## src/smrf_pkg.sv

```systemverilog
// Shared types and constants for the sliding median row filter.
`default_nettype none
package smrf_pkg;

	localparam int DEFAULT_WINDOW    = 50;
	localparam int DEFAULT_MAX_WIDTH = 4096;

	localparam int PIX_W     = 8;
	localparam int ROW_W     = 13;
	localparam int CENTER_W  = 12;

	localparam logic [ROW_W-1:0] ROW_WIDTH_RESET = 13'd640;

	typedef logic [PIX_W-1:0] pix_t;

	// What one cell shows its neighbors.
	typedef struct packed {
		pix_t value; // sorted entry held by the cell
		pix_t delay; // arrival line entry held by the cell
		logic lt;    // entry is valid and below the pixel leaving the window
		logic le;    // entry is valid and not above the incoming pixel
	} smrf_link_t;

	// Values broadcast to every cell for the item being taken.
	typedef struct packed {
		pix_t in_pix;  // incoming pixel
		pix_t old_pix; // pixel leaving the window
		logic old_le;  // leaving pixel is not above the incoming pixel
		logic remove;  // window is full, one entry leaves
		logic shift;   // an item is accepted this cycle
	} smrf_bcast_t;

endpackage
`default_nettype wire

```

## src/smrf_cell.sv

```systemverilog
// One cell of the sorted window chain: a sorted entry and an arrival line entry.
`default_nettype none
module smrf_cell #(
	parameter int NW  = 6,
	parameter int IDX = 0
) (
	input  wire logic                clk,
	input  wire smrf_pkg::smrf_link_t left,
	input  wire smrf_pkg::smrf_link_t right,
	input  wire smrf_pkg::smrf_bcast_t bc,
	input  wire logic [NW-1:0]       fill,
	output smrf_pkg::smrf_link_t     link,
	output smrf_pkg::pix_t           next_value
);

	smrf_pkg::pix_t value_q;
	smrf_pkg::pix_t delay_q;
	logic           valid;
	logic           from_left;

	assign valid = NW'(IDX) < fill;

	assign link.value = value_q;
	assign link.delay = delay_q;
	assign link.lt    = valid && (value_q < bc.old_pix);
	assign link.le    = valid && (value_q <= bc.in_pix);

	// While the window fills nothing leaves, so every entry above the
	// insertion point moves up by one.
	assign from_left = !bc.remove || left.lt;

	always_comb begin
		next_value = value_q;
		if (bc.remove && bc.old_le) begin
			// Leaving entry sits at or below the insertion point: the span
			// between them moves down and the new pixel lands on top of it.
			if (link.lt) begin
				next_value = value_q;
			end else if (right.le) begin
				next_value = right.value;
			end else if (link.le) begin
				next_value = bc.in_pix;
			end
		end else begin
			if (link.le) begin
				next_value = value_q;
			end else if (left.le) begin
				next_value = bc.in_pix;
			end else if (from_left) begin
				next_value = left.value;
			end
		end
	end

	always_ff @(posedge clk) begin
		if (bc.shift) begin
			value_q <= next_value;
			delay_q <= left.delay;
		end
	end

endmodule
`default_nettype wire

```

## src/sliding_median_row_filter_core.sv

```systemverilog
// Top level of the sliding median row filter: cell chain, column counter, output register.
// The block takes one 8-bit gray pixel per item in row order and keeps, in a chain of
// WINDOW cells, both an exactly sorted copy of the last WINDOW pixels of the current row
// and a delay line of the same pixels in arrival order. Each accepted pixel updates every
// cell at once in the clock edge that takes it: the pixel leaving the window is removed and
// the new one is inserted after any equal entries, with each cell deciding from its own
// compares and those of its two neighbors. From column WINDOW-1 of a row onward, each pixel
// yields one result item carrying the upper median (sorted entry WINDOW/2) and the column
// it belongs to (current column minus WINDOW/2); earlier columns yield nothing, and the
// window starts empty at every row. One item is taken per clock; the result shows up in
// the output register on the following cycle. The output register is the only buffer, so
// the pixel channel stalls exactly while a result is held there and the downstream side
// stalls. The row width register is written through its own channel, which is always ready;
// widths above MAX_WIDTH count as MAX_WIDTH and a width of zero counts as one. No clearing
// pass is needed after reset: the block can take a pixel in the first cycle.
`default_nettype none
module sliding_median_row_filter_core #(
	parameter int WINDOW    = smrf_pkg::DEFAULT_WINDOW,
	parameter int MAX_WIDTH = smrf_pkg::DEFAULT_MAX_WIDTH
) (
	input  wire logic                        clk,
	input  wire logic                        arst_n,
	input  wire logic                        pixel_valid,
	output logic                             pixel_stall,
	input  wire logic [smrf_pkg::PIX_W-1:0]  pixel,
	output logic                             median_valid,
	input  wire logic                        median_stall,
	output logic [smrf_pkg::PIX_W-1:0]       median_value,
	output logic [smrf_pkg::CENTER_W-1:0]    center_column,
	input  wire logic                        cfg_valid,
	output logic                             cfg_ready,
	input  wire logic [smrf_pkg::ROW_W-1:0]  cfg_data
);

	// Fill count width, column counter width, and a compare width that holds
	// the counter, the window size and the row width register with room to spare.
	localparam int NW = $clog2(WINDOW + 1);
	localparam int CW = $clog2(MAX_WIDTH);
	localparam int MW = (CW > NW) ? CW : NW;
	localparam int XW = ((MW > smrf_pkg::ROW_W) ? MW : smrf_pkg::ROW_W) + 1;

	logic [smrf_pkg::ROW_W-1:0]    row_width_q;
	logic [CW-1:0]                 col_q;
	logic                          median_valid_q;
	smrf_pkg::pix_t                median_value_q;
	logic [smrf_pkg::CENTER_W-1:0] center_column_q;

	logic [XW-1:0]  col_x;
	logic [XW-1:0]  width_x;
	logic [XW-1:0]  width_eff;
	logic [XW-1:0]  center_x;
	logic [NW-1:0]  fill;
	logic           full;
	logic           emit;
	logic           row_end;
	logic           accept;

	smrf_pkg::smrf_bcast_t bc;
	smrf_pkg::smrf_link_t  cell_link [WINDOW];
	smrf_pkg::pix_t        cell_next [WINDOW];
	smrf_pkg::smrf_link_t  left_edge;
	smrf_pkg::smrf_link_t  right_edge;

	// The output register is the only buffer, so a held and stalled result
	// blocks the pixel channel.
	assign pixel_stall = median_valid_q && median_stall;
	assign accept      = pixel_valid && !pixel_stall;
	assign cfg_ready   = 1'b1;

	assign col_x   = {{(XW-CW){1'b0}}, col_q};
	assign width_x = {{(XW-smrf_pkg::ROW_W){1'b0}}, row_width_q};

	always_comb begin
		width_eff = width_x;
		if (width_x > XW'(MAX_WIDTH)) begin
			width_eff = XW'(MAX_WIDTH);
		end else if (width_x == '0) begin
			width_eff = XW'(1);
		end
	end

	// The window holds min(column, WINDOW) entries of the current row.
	assign full     = col_x >= XW'(WINDOW);
	assign fill     = full ? NW'(WINDOW) : col_x[NW-1:0];
	assign emit     = col_x >= XW'(WINDOW - 1);
	assign row_end  = (col_x + XW'(1)) >= width_eff;
	assign center_x = col_x - XW'(WINDOW / 2);

	// The pixel leaving the window is the tail of the arrival line; once the
	// window is full it is exactly WINDOW pixels back in the same row.
	assign bc.in_pix  = pixel;
	assign bc.old_pix = cell_link[WINDOW-1].delay;
	assign bc.old_le  = cell_link[WINDOW-1].delay <= pixel;
	assign bc.remove  = full;
	assign bc.shift   = accept;

	// Boundary neighbors: nothing sits below the first cell, nothing valid
	// sits above the last one. The first cell feeds the arrival line.
	assign left_edge.value  = '0;
	assign left_edge.delay  = pixel;
	assign left_edge.lt     = 1'b1;
	assign left_edge.le     = 1'b1;
	assign right_edge.value = '0;
	assign right_edge.delay = '0;
	assign right_edge.lt    = 1'b0;
	assign right_edge.le    = 1'b0;

	for (genvar i = 0; i < WINDOW; i++) begin : g_cell
		smrf_cell #(
			.NW  (NW),
			.IDX (i)
		) u_cell (
			.clk        (clk),
			.left       ((i == 0) ? left_edge : cell_link[(i == 0) ? 0 : i-1]),
			.right      ((i == WINDOW-1) ? right_edge
				: cell_link[(i == WINDOW-1) ? WINDOW-1 : i+1]),
			.bc         (bc),
			.fill       (fill),
			.link       (cell_link[i]),
			.next_value (cell_next[i])
		);
	end

	always_ff @(posedge clk or negedge arst_n) begin
		if (!arst_n) begin
			row_width_q <= smrf_pkg::ROW_WIDTH_RESET;
		end else if (cfg_valid && cfg_ready) begin
			row_width_q <= cfg_data;
		end
	end

	// Column counter wraps to zero after the last pixel of a row, which also
	// empties the window.
	always_ff @(posedge clk or negedge arst_n) begin
		if (!arst_n) begin
			col_q <= '0;
		end else if (accept) begin
			col_q <= row_end ? '0 : col_q + CW'(1);
		end
	end

	always_ff @(posedge clk or negedge arst_n) begin
		if (!arst_n) begin
			median_valid_q <= 1'b0;
		end else if (accept && emit) begin
			median_valid_q <= 1'b1;
		end else if (!median_stall) begin
			median_valid_q <= 1'b0;
		end
	end

	// The median is taken from the updated middle cell, so the result already
	// includes the pixel accepted in this cycle.
	always_ff @(posedge clk) begin
		if (accept && emit) begin
			median_value_q  <= cell_next[WINDOW/2];
			center_column_q <= center_x[smrf_pkg::CENTER_W-1:0];
		end
	end

	assign median_valid  = median_valid_q;
	assign median_value  = median_value_q;
	assign center_column = center_column_q;

endmodule
`default_nettype wire

```

## config.mk

```make
export PLATFORM = sky130hd
export DESIGN_NAME = sliding_median_row_filter_core
export DESIGN_NICKNAME = d
export VERILOG_FILES = /design/src/smrf_pkg.sv /design/src/smrf_cell.sv /design/src/sliding_median_row_filter_core.sv
export SDC_FILE = /design/constraint.sdc
export NUM_CORES = 2
export LEC_CHECK = 0
export ABC_AREA = 1
export BUFFER_PORTS_ARGS = -buffer_cell sky130_fd_sc_hd__buf_4
export CORE_ASPECT_RATIO = 0.5
export CORE_MARGIN = 5
export CORE_UTILIZATION = 49
export DETAILED_ROUTE_END_ITERATION = 8
export PLACE_DENSITY = 0.71
export SYNTH_ARGS = -nofsm -noshare
export SYNTH_HDL_FRONTEND = slang
export SYNTH_SLANG_ARGS = --single-unit
export TNS_END_PERCENT = 30
```

## constraint.sdc

```tcl
create_clock -name clk -period 22.4 [get_ports clk]
set_input_delay 3.36 -clock clk [delete_from_list [all_inputs] [get_ports clk]]
set_output_delay 3.36 -clock clk [all_outputs]
set_load 0.01 [all_outputs]
```

# --- Word level (Yosys, flattened, before mapping) ---
# Cells that the tools add are included.
totals:
  ff_bits: 846
  output_inout_bits: 23
  elab_cells: 1017
op_classes:
  n_eq_ne: 148
  addsub: 3
  n_reduce_logical: 253
  mux: 353
  order_cmp: 155
op_table:
  columns: ["operator", "n"]
  rows:
  - ["$mux W8", 347]
  - ["$le A8 B8 Y1", 51]
  - ["$lt A8 B8 Y1", 50]
  - ["$reduce_and A5 Y1", 48]
  - ["$ne A3 B3 Y1 const B", 48]
  - ["$reduce_bool A3 Y1", 48]
  - ["$lt A6 B6 Y1 const A", 18]
  - ["$logic_and A1 B1 Y1", 104]
  - ["$ne A2 B1 Y1 const B", 50]
  - ["$ne A2 B2 Y1 const B", 50]
  - ["$lt A5 B6 Y1 const A", 16]
  - ["$logic_or A1 B1 Y1", 49]
  - ["$lt A4 B6 Y1 const A", 8]
  - ["$ge A12 B6 Y1 const B", 2]
  - ["$lt A3 B6 Y1 const A", 4]
  - ["$ge A13 B14 Y1", 1]
  - ["$logic_not A14 Y1", 1]
  - ["$mux W14", 1]
  - ["$add A12 B1 Y13 const B", 1]
  - ["$gt A13 B13 Y1 const B", 1]
  - ["$mux W13", 1]
  - ["$add A12 B1 Y12 const B", 1]
  - ["$lt A1 B6 Y1 const A", 2]
  - ["$lt A2 B6 Y1 const A", 2]
  - ["6 further kinds", 8]

# --- Longest topological paths before layout ---
logic_depth:
  word_depth: 9
  depth_mapped: 19
  ltp_nobuf: 18

# --- Least setup slack after synthesis ---
# OpenSTA, ideal clock, no wires.
synth_path:
  path_type: "input-to-reg"
  from: "input port median_stall"
  to: "register g_cell[0].u_cell.delay_q[0] (enable)"
  slack_ps: 6659
  path_buffers: 1
  t_arrival_ps: 14809
  path_stages: 4
  required_ps: 21468
  path_cell_list: "nand2_1 -> nand2_1 -> inv_2 -> clkbuf_1"
synth_via:
  elab_chain_cells: 3
synth_lines:
  columns: ["item", "line", "rtl"]
  rows:
  - ["start, declared", "sliding_median_row_filter_core.sv:27", "input wire logic median_stall,"]
  - ["$logic_and A1 B1 Y1", "sliding_median_row_filter_core.sv:66", "assign pixel_stall = median_valid_q && median_stall;"]
  - ["$logic_not A1 Y1", "sliding_median_row_filter_core.sv:67", "assign accept = pixel_valid && !pixel_stall;"]
  - ["$logic_and A1 B1 Y1", "sliding_median_row_filter_core.sv:67", null]
  - ["net accept", "sliding_median_row_filter_core.sv:56", "logic accept;"]
  - ["end signal, assigned", "smrf_cell.sv:58", "delay_q <= left.delay;"]
  - ["end, declared", "smrf_cell.sv:17", "smrf_pkg::pix_t delay_q;"]
# The timed path passes the listed nets, and every way through them passes these cells.
# A chain may end at the register's enable or synchronous reset.

# --- Final worst setup path ---
layout_path:
  from: "input port pixel[6] in the netlist's numbering"
  to: "register g_cell[39].u_cell.value_q[4] (enable)"
layout_via:
  elab_chain_cells: 4
layout_lines:
  columns: ["item", "line", "rtl"]
  rows:
  - ["start, declared", "sliding_median_row_filter_core.sv:25", "input wire logic [smrf_pkg::PIX_W-1:0] pixel,"]
  - ["$le A8 B8 Y1 (on tied branches)", "smrf_cell.sv:26, sliding_median_row_filter_core.sv:93", null]
  - ["$logic_and A1 B1 Y1 (on tied branches)", "smrf_cell.sv:26, smrf_cell.sv:34", null]
  - ["$ne A3 B3 Y1 (no line) (tied with other cells)", null, null]
  - ["$reduce_and A5 Y1 (no line) *", null, null]
  - ["end signal, assigned", "smrf_cell.sv:57", "value_q <= next_value;"]
  - ["end, declared", "smrf_cell.sv:16", "smrf_pkg::pix_t value_q;"]
# Every way passes the cells marked *; elsewhere a longest branch is shown, timed or not.

==> flow_summary_export.csv <==
group,metric,value,unit
cts,ctsHtreeMaxLevel,3,
critical_path,critPathCaptureType,"register",
sta,worst_pin_slew,1.200,ns
cts,clkSlewWorstSetupHoldPaths,0.07,ns
route,wl_per_cell,21.62,µm
synthesis,synth_fp_nets,7106,
critical_path,slowest_stage,"buf_4",
synthesis,ys_seq_area_share,44.74,%
critical_path,worstPathArrival,9.47,ns
sta,max_slew_margin,20.03,%
critical_path,critPathLaunchType,"input port",
sta,rsz0062_at_grt,"no",
synthesis,syn_avg_cell_area,8.960,µm²
synthesis,ys_ff_latch,846,
layout,layout_commonest_cell,"nand2_1",
floorplan,ios,49,
sta,finalHoldViolations,0,
hold_path,hold_path_class,"register to register",
cts,clockBufferDepth,3,
route,ant_nets,0,
critical_path,crit_buf_inv,6,
cts,cts_setup_buffers,0,
sta,tns,0,ns
layout,fillCellCount,10360,
critical_path,required,22.72,ns
cts,cts_buffers,82,
placement,numPortBuffers,47,
layout,num-nets-final,7017,
synthesis,synth_flop_cell,"edfxtp_1",
grt,grt_overflow,0,
route,dr.pass1.iters,8,
layout,synthToLayoutAreaGrowth,7.317,%
floorplan,core,114800,µm²
route,drc,0,
sta,fmax,0.1094,GHz
floorplan,rows,88,
route,drt_iter0_markers,6653,
sta,period_minus_slack,9.144,ns
sta,setup_violations,0,
synthesis,syn_area,56500,µm²
critical_path,path_cells,"buf_4 -> inv_4 -> ha_1 -> nand2_1 -> nor2_1 -> nand2_1 -> nand2_1 -> nand2_1 -> nand2_8 -> buf_4 -> buf_12 -> buf_4 -> nand2_1 -> nand2_1 -> inv_1 -> nor2_1",
cts,clk_latency,0.70,ns
route,avgViaCountPerCell,6.048,
critical_path,critPathTopFamily,"buffers and inverters",
synthesis,ys_top_cells_by_area,"edfxtp_1, ha_1, nand2_1",
critical_path,slowest_delay,0.74,ns
floorplan,die_area,122600,µm²
sta,fin_crit_sh,40.82,%
layout,drive_gt1_share,5.031,%
placement,place_congestion,0.9048,
placement,hpwlAfterDp,105900,µm
layout,layout_common_cells,"nand2_1, edfxtp_1, ha_1",
cts,cts_hold_buf,0,
synthesis,netlist.area_leader.share,43.59,%
synthesis,yosysTopAreaCell,"edfxtp_1",
floorplan,die_w,490.2,µm
floorplan,start_util,49.19,%
critical_path,crit_top_cell,"nand2_1",
sta,skew,0.03635,ns
synthesis,synth_edf_count,820,
sta,maxSlewViolCount,0,
grt,grt_max_degree,202,
route,num_vias,47280,
synthesis,syn_inst,6305,
grt,grt_pass1_wl,256400,µm
grt,grt_use_total,26.64,%
cts,ctsResizeCount,0,
cts,clock_tree.root_cell,"clkbuf_16",
synthesis,yosysUniqueCellTypes,52,
grt,grt_pass1_vias,42170,
cts,cts.sinks,846,
cts,cts_tree,"built",
critical_path,crit_fanout,189,
outcome,status,"completed",
synthesis,yosys_warnings,0,
route,postRouteWirelength,169000,µm
floorplan,die_h,250.1,µm
critical_path,path_class,"input port to register",
grt,antenna_found_initial,2,
job,drv_cap,0,
synthesis,async_flop_share,3.073,%
## sequential cells by signal (all words and copies together), names as in the netlist
signal                 cells
g_cell.u_cell.value_q    400
median_valid               1
median_value               8
center_column             12
col_q                     12
row_width_q               13
g_cell.u_cell.delay_q    400
## synth_stat cells, types with 9 or more instances
| library cell | n |
|---|---|
| nand2_1 | 1580 |
| edfxtp_1 | 820 |
| ha_1 | 775 |
| nand3_1 | 631 |
| a21oi_1 | 591 |
| o21ai_0 | 491 |
| inv_1 | 361 |
| nor2_1 | 297 |
| nand4_1 | 133 |
| clkbuf_1 | 120 |
| buf_2 | 104 |
| o211ai_1 | 88 |
| o21a_1 | 25 |
| dfrtp_1 | 24 |
| nor3_1 | 22 |
| buf_4 | 20 |
| nor2_2 | 17 |
| o21bai_1 | 16 |
| xor2_1 | 14 |
| nand3b_1 | 13 |
| o21ai_1 | 13 |
| o22ai_1 | 13 |
| buf_1 | 12 |
| nor2_4 | 12 |
| a21o_1 | 11 |
| clkinv_1 | 11 |
| inv_2 | 10 |
| nand2_2 | 10 |
| nand3_2 | 9 |
## logic make-up (layout without fill, tap and decap cells)
kind of cell	after synthesis	count (layout)	share of synthesized area [%]
AO/OA/AOI/OAI	1280	1280	12.22
XOR/XNOR	14	14	0.2170
adder cells (fa/ha/maj)	775	775	17.16
buffers and inverters	647	623	4.751
flip-flops	846	846	44.74
multiplexers	4	4	0.07972
other	1	8	0.006638
AND/OR/NAND/NOR	2738	2738	20.82
## metrics by stage
stage	std cells	hold slack, ns	worst slack [ns]	instance area (µm²)	util, %
3_3_place_gp	7662	0.4003	12.93	57950	50.46
5_1_grt	7814	0.4154	13.17	60620	52.79
2_1_floorplan	6305	0.4003	6.659	56500	-
6_report	7818	0.4044	13.26	60630	52.79
4_1_cts	7811	0.3992	13.59	60610	52.78
3_5_place_dp	7662	0.4045	12.90	57950	50.46
## cell type report
cell class                      count  area (µm²)  share of cell area (%)
Multi-Input combinational cell   4812       28570                   47.12
Sequential cell                   846       25280                   41.69
Clock buffer                      100        2183                   3.601
Tap cell                         1530        1914                   3.157
Inverter                          385        1484                   2.448
Timing Repair Buffer               89       705.7                   1.164
Clock inverter                     49       476.7                  0.7863
Antenna cell                        7       17.52                 0.02889
## routing by layer
layer | part of all wire [%] | global-route usage [%] | up-vias | wire [µm]
met5 | 0.0071 | 0 | - | 12
met4 | 3.4 | 8.315 | 2 | 5760
met3 | 13 | 6.687 | 382 | 22580
met2 | 41 | 37.79 | 2822 | 68500
met1 | 43 | 39.85 | 21770 | 72160
li1 | - | - | 22300 | -
## worst register-to-register path: stages (launching register included)
cell	delay [ns]
edfxtp_1	0.32
buf_4	0.42
inv_2	0.34
ha_1	0.27
inv_1	0.05
a21oi_1	0.05
o21ai_0	0.16
nand2_1	0.07
nand2_1	0.12
nand2_1	0.22
nand2_8	0.55
buf_4	0.68
buf_12	0.59
buf_4	0.91
nand2_1	0.23
nand2_1	0.12
inv_1	0.04
nor2_1	0.54
## worst paths after layout
check	from	end	slack, ns	cells after the start
worst max-delay path	pixel[6]	g_cell[39].u_cell.value_q[4]	13.26	16
worst min-delay path	g_cell[33].u_cell.delay_q[5]	g_cell[34].u_cell.delay_q[5]	0.40	0
worst max register to register	g_cell[49].u_cell.delay_q[0]	g_cell[39].u_cell.value_q[4]	16.39	17
worst min register to register	g_cell[33].u_cell.delay_q[5]	g_cell[34].u_cell.delay_q[5]	0.40	0
max in group asynchronous	arst_n	row_width_q[9]	19.52	1
min in group asynchronous	arst_n	row_width_q[10]	2.58	1
Power is not shown: default switching activity piles up to over one toggle a cycle in this logic, so the estimate is an artifact.
